### src/design/pmrt_pkg.sv
package pmrt_pkg;

    localparam int MAX_REGIONS = 32;
    localparam int IDX_W       = (MAX_REGIONS > 1) ? $clog2(MAX_REGIONS) : 1;
    localparam int CNT_W       = $clog2(MAX_REGIONS + 1);

    localparam int ADDR_W  = 64;
    localparam int TYPE_W  = 32;
    localparam int FUNC_W  = 4;
    localparam int INDEX_W = 6;
    localparam int RCNT_W  = 6;

    typedef enum logic [FUNC_W-1:0] {
        FN_ADD       = 4'd0,
        FN_LARGEST   = 4'd1,
        FN_RSV_OVL   = 4'd2,
        FN_USABLE_AT = 4'd3,
        FN_READ      = 4'd4,
        FN_TOTAL     = 4'd5,
        FN_END       = 4'd6,
        FN_USE_OVL   = 4'd7,
        FN_ABOVE     = 4'd8
    } t_func;

    typedef enum logic [2:0] {
        ST_IDLE,
        ST_EXEC,
        ST_SCAN,
        ST_DRAIN,
        ST_FINISH
    } t_state;

    // Commands from the controller to the datapath.
    typedef struct packed {
        logic load;
        logic wr;
        logic rd_index;
        logic scan;
        logic finish;
    } t_cmd;

    // Status from the datapath to the controller.
    typedef struct packed {
        logic [FUNC_W-1:0] func;
        logic              scan_last;
    } t_status;

endpackage

### src/design/pmrt_ctrl.sv
module pmrt_ctrl
    import pmrt_pkg::*;
(
    input  logic              i_clk,
    input  logic              i_rst_n,
    input  logic              start,
    input  logic [FUNC_W-1:0] i_func,
    input  t_status           i_status,
    output t_cmd              o_cmd,
    output logic              busy
);

    localparam logic [1:0] DRAIN_LAST = 2'd2;

    t_state     r_state;
    t_state     n_state;
    logic [1:0] r_drain;
    logic [1:0] n_drain;
    logic       scan_func;

    // Every command except add, read and unknown codes walks the table.
    always_comb begin
        unique case (i_func)
            FN_LARGEST, FN_RSV_OVL, FN_USABLE_AT, FN_TOTAL,
            FN_END, FN_USE_OVL, FN_ABOVE: scan_func = 1'b1;
            default:                      scan_func = 1'b0;
        endcase
    end

    always_ff @(posedge i_clk) begin
        if (!i_rst_n) begin
            r_state <= ST_IDLE;
            r_drain <= 2'd0;
        end else begin
            r_state <= n_state;
            r_drain <= n_drain;
        end
    end

    always_comb begin
        n_state = r_state;
        n_drain = r_drain;
        unique case (r_state)
            ST_IDLE: begin
                if (start) begin
                    n_state = scan_func ? ST_SCAN : ST_EXEC;
                end
            end
            ST_EXEC: begin
                n_state = ST_FINISH;
            end
            ST_SCAN: begin
                n_drain = 2'd0;
                if (i_status.scan_last) begin
                    n_state = ST_DRAIN;
                end
            end
            ST_DRAIN: begin
                n_drain = r_drain + 2'd1;
                if (r_drain == DRAIN_LAST) begin
                    n_state = ST_FINISH;
                end
            end
            ST_FINISH: begin
                n_state = ST_IDLE;
            end
            default: begin
                n_state = ST_IDLE;
            end
        endcase
    end

    always_comb begin
        o_cmd = '0;
        busy  = 1'b1;
        unique case (r_state)
            ST_IDLE: begin
                busy       = 1'b0;
                o_cmd.load = start;
            end
            ST_EXEC: begin
                o_cmd.wr       = (i_status.func == FN_ADD);
                o_cmd.rd_index = (i_status.func == FN_READ);
            end
            ST_SCAN: begin
                o_cmd.scan = 1'b1;
            end
            ST_DRAIN: begin
                o_cmd = '0;
            end
            ST_FINISH: begin
                o_cmd.finish = 1'b1;
            end
            default: begin
                o_cmd = '0;
            end
        endcase
    end

`ifndef SYNTHESIS
    a_drain_bounded: assert property (@(posedge i_clk) disable iff (!i_rst_n)
        (r_state == ST_DRAIN) |-> (r_drain <= DRAIN_LAST))
        else $error("drain counter ran past its end");
`endif

endmodule

### config.mk
export PLATFORM = sky130hd
export DESIGN_NAME = pmrt_ctrl
export DESIGN_NICKNAME = d
export VERILOG_FILES = /design/src/design/pmrt_pkg.sv /design/src/design/pmrt_ctrl.sv
export SDC_FILE = /design/constraint.sdc
export NUM_CORES = 1
export LEC_CHECK = 0
export BUFFER_PORTS_ARGS = -buffer_cell sky130_fd_sc_hd__clkbuf_2
export CAP_MARGIN = 20
export CELL_PAD_IN_SITES_DETAIL_PLACEMENT = 2
export CELL_PAD_IN_SITES_GLOBAL_PLACEMENT = 2
export CORE_MARGIN = 4
export CORE_UTILIZATION = 22
export DETAILED_ROUTE_END_ITERATION = 6
export GPL_TIMING_DRIVEN = 1
export PLACE_DENSITY = 0.83
export SLEW_MARGIN = 20
export SYNTH_ARGS = -nofsm -noshare
export SYNTH_HDL_FRONTEND = slang
export SYNTH_SLANG_ARGS = --single-unit
### constraint.sdc
create_clock -name i_clk -period 1.6 [get_ports i_clk]
set_input_delay 0.32 -clock i_clk [delete_from_list [all_inputs] [get_ports i_clk]]
set_output_delay 0.32 -clock i_clk [all_outputs]
set_load 0.03 [all_outputs]
**Word-level counts from Yosys, hierarchy flattened**

Cells that the tools add are included.

- Flip-flop bits (word level): 5
- Bits in latches: 0
- Bits in writable memories: 0
- Memory bits (read-only): 0
- Bits of input ports: 12
- Output and inout port bits: 6
- Logic and storage cells: 36
- Memories: 0

- $add $sub $neg: 1
- Multipliers: 0
- Div/mod/pow operators: 0
- $lt $le $gt $ge: 0
- Equal/unequal tests: 16
- Shift-type cells: 0
- Muxes and demuxes: 12
- Bitwise gates (word level): 0
- Reduce and logical (&&, ||, !) cells: 5

Operators with widths:

| cell | number |
|---|---|
| equality test 4 x 3 -> 1 bit (second input constant) | 4 |
| case mux 3 bit (4 select lines) | 1 |
| two-way mux 3 bit | 3 |
| equality test 4 x 2 -> 1 bit (second input constant) | 2 |
| OR reduction 7 bit | 1 |
| equality test 3 x 2 -> 1 bit (second input constant) | 2 |
| inequality test 2 bit (second input constant) | 3 |
| two-way mux 1 bit | 5 |
| equality test 4 x 1 -> 1 bit (second input constant) | 1 |
| equality test 4 bit (second input constant) | 1 |
| zero test 4 bit | 1 |
| two-way mux 2 bit | 2 |
| case mux 2 bit (2 select lines) | 1 |
| equality test 3 x 1 -> 1 bit (second input constant) | 1 |
| equality test 3 bit (second input constant) | 1 |
| zero test 3 bit | 1 |
| AND reduction 3 bit | 1 |
| adder 2 x 1 -> 2 bit (second input constant) | 1 |
| equality test 2 bit (second input constant) | 1 |
| nonzero test 2 bit | 1 |

**Depth between registers and ports, before layout**

- Word-level depth: 6
- Mapped depth: 5
- Mapped depth without buffers: 5

**Least setup slack after synthesis**

No wires, ideal clock.

- Kind: register to output
- Start point: reg r_state[2]
- End point: out o_cmd[0] in the netlist's numbering
- Data arrival time: 1145 ps
- Required time: 1280 ps
- Slack: 135 ps
- Cell stages (with the launch flop): 3
- Buffers on the path: 0
- Cells stage by stage: dfxtp_1 inv_1 nor3_1

RTL lines:

| what | RTL line | text |
|---|---|---|
| start, declared | pmrt_ctrl.sv:15 | `t_state r_state;` |
| start signal, assigned | pmrt_ctrl.sv:35 | `r_state <= n_state;` |
| end, declared | pmrt_ctrl.sv:9 | `output t_cmd o_cmd,` |

==> metrics.md <==
| Metric | Value |
|---|---|
| Max incr delay on CP | 360 ps |
| Layout cells sized above 1 | a little under half |
| Failing checks | setup timing |
| Min Tclk post-route | approximately 1600 ps |
| GR Overflow Total | 0 |
| Worst setup SP type | flip-flop |
| Antenna Violating Nets Remaining | 0 |
| # H-tree levels | 1 |
| Worst Path Arrival | 1290 ps |
| Fraction of the mapped netlist area in adder cells | 3.83% |
| Post-Place Cells | 71 |
| Initial antenna violation count | 0 |
| Skew final | 1.46 ps |
| Post-synth EDFFs | 0 |
| Final Non-Filler Cells | 75 |
| Setup Crit Path Kind | reg -> out |
| Critical path endpoint category | output port |
| Period utilisation layout | 101% |
| Die Width | 46.5 um |
| Max-cap violations | 0 |
| Crit-path max FO | 6 |
| Worst Tran Pin Value | between 200 and 300 ps |
| Slew headroom | 81.6% |
| Row cnt | 13 |
| Vias in the first global route | 399 |
| Max IR drop VDD | 307 uV |
| Crit path setup slack, layout | -9.58 ps |
| Vias/cell | 5.12 |
| Root buf cell | clkbuf_4 |
| Static Leak | 0.233 nW |
| Worst path cell trace | nor4_4 -> and4bb_2 -> buf_8 |
| Nets | 74 |
| Primary FF master, synth | dfxtp_1 |
| GPL Wtd Cong | 0.700 |
| First-pass GRT wire length | a little under 2000 um |
| Clk_lat worst skew | 250 ps |
| Cts hold-fix bufs | 0 |
| Register area share after synthesis | 30.7% |
| Placed cell areas | 434 sq um |
| Synth Area in Simple Gates | 33.7% |
| Mapped Nets | between 50 and 60 |
| Design Area, Final | 502 sq um |
| Mapped Cells | 39 |
| Total number of vias | 384 |
| Compound-Gate Fraction of Synth Area | 22.6% |
| Clk sinks | 5 |
| Warnings from Yosys | 0 |
| Setup Viol. Count Final | 1 |
| Slowest cell on crit path | dfxtp_4 |
| N_diodes | 0 |
| WL per Instance | around 14 um |
| CTS tree | done |
| Max Clock Freq | 0.621 GHz |
| P&R area growth vs syn | 53.6% |
| Drt total wl | around 1100 um |
| Synth cell types | 24 |
| Total Neg Setup Slack | -9.58 ps |
| Boundary pin count | 18 |
| Final core utilization | 37.2% |
| CTS clk-pin slew, worst paths | 50 ps |
| RSZ-0062 raised after global routing | true |
| Chip height | 46.5 um |
| Initial DRC count | 3 |
| Synthesized cell area | 327 sq um |
| Synth Area in XOR/XNOR | 0% |
| Die ar. | between 2000 and 2500 sq um |
| Largest family of logic cells by synthesized area | simple AND/OR/NAND/NOR gates |
| Number of synthesized register bits | 5 |
| Final Hold Fails | 0 |
| Core footprint | 1350 sq um |
| Cell taking the most area after synthesis | dfxtp_1 |
| Starting Density | 24.2% |
| Pwr dens | 875 nW/um^2 |
| I/O Buffers | 17 |
| Synth async-reset ratio | 0% |
| Hold WS | 362 ps |
| Mux contribution to synthesized area | 3.45% |
| DP HPWL | approximately 850 um |
| Req. time, crit path | 1280 ps |
| DRT Pass-1 Iters | 3 |
| TritonCTS Buffers | 3 |
| Largest net degree at the start of global routing | 9 |
| Status | finished, violations left |
| Area share of the largest cell type after synthesis | 30.7% |
| DRC Markers | 0 |
| Slew Limit Fails | 0 |
| Total global-route track usage | 13.1% |
| Total power | 0.439 mW |
| Top cells by area, synth | dfxtp_1 (31%), a21boi_0 (6.9%), inv_1 (4.6%) |
| Clock Tree Buf Depth | 2 |
| Synth Area per Inst | approximately 8.4 sq um |
| Worst hold path type | in -> reg |
| Post-Place Worst Slack | ~120 ps |
==> path summary, 6_finish.rpt <==
| path | cells after the start | end | startpoint | slack (ps) |
|---|---|---|---|---|
| setup reg to reg | 5 | r_state[0] | r_drain[0] | 380 |
| hold reg to reg | 2 | r_drain[0] | r_drain[0] | 470 |
| setup / recovery | 3 | o_cmd[3] | r_state[2] | -10 |
| hold / removal | 2 | r_state[1] | i_rst_n | 360 |
==> state kept, by name (all words and copies together), names as in the netlist <==
register and cells:
r_state 3, r_drain 2
==> logic make-up (layout without fill, tap and decap cells) <==
family / count (synthesis) / count (layout)
AOI/OAI and AO/OA: 10 / 10
adders and majority gates: 1 / 1
buffers and inverters: 5 / 26
DFF: 5 / 5
muxes: 1 / 1
and+or+nand+nor: 17 / 17
==> cell usage in the layout, fill, tap and decap left out, types with 2 or more instances in the layout <==
| cell | synthesis | final |
|---|---|---|
| a21boi_0 | 3 | 3 |
| nand2b_1 | 2 | 2 |
| inv_1 | 4 | 4 |
| dfxtp_1 | 5 | 3 |
| nand2_1 | 2 | 2 |
| clkbuf_2 | 0 | 15 |
| a21oi_1 | 2 | 2 |
| nor2_1 | 2 | 2 |
| nand3_1 | 2 | 2 |
| clkbuf_4 | 0 | 3 |
==> final cells by class <==
class | count | area (sq um)
Inverter | 4 | 15.0
Clock buffer | 4 | 26.3
Tap cell | 15 | 18.8
Multi-Input combinational cell | 29 | 228
Sequential cell | 5 | 105
Timing Repair Buffer | 18 | 109
Fill cell | 171 | 848
==> report_power, final <==
part	total, mW	switching, mW	internal [mW]	leakage (nW)
Sequential	0.152	0.0178	0.134	0.0419
Clock	0.155	0.0605	0.0949	0.0150
Combinational	0.132	0.0767	0.0549	0.176
==> layer usage <==
layer	up-vias	GRT usage, %	routed length (um)	part of all wire [%]
met3	0	7.42	58	5.3
met4	0	1.70	0	0
met5	-	0	0	0
met1	187	15.4	488	45
met2	11	21.2	540	50
li1	186	-	-	-
==> synth_stat cells, types with 2 or more instances <==
cell type  instances
inv_1              4
nand2b_1           2
nand3_1            2
dfxtp_1            5
nand2_1            2
nor3_1             2
a21oi_1            2
a21boi_0           3
nor2_1             2
==> timing repair <==
item                                    CTS  global route
setup buffers                             0             0
gates resized for setup                   5             7
pin swaps                                 2             2
endpoints found under the setup margin    3             5
==> critical path, delay by kind of cell (launching register included) <==
kind | cells | cell delay [ps]
buffers and inverters | 1 | 130
and+or+nand+nor | 2 | 550
DFF | 1 | 360
Power figures use the tool's default switching activity.
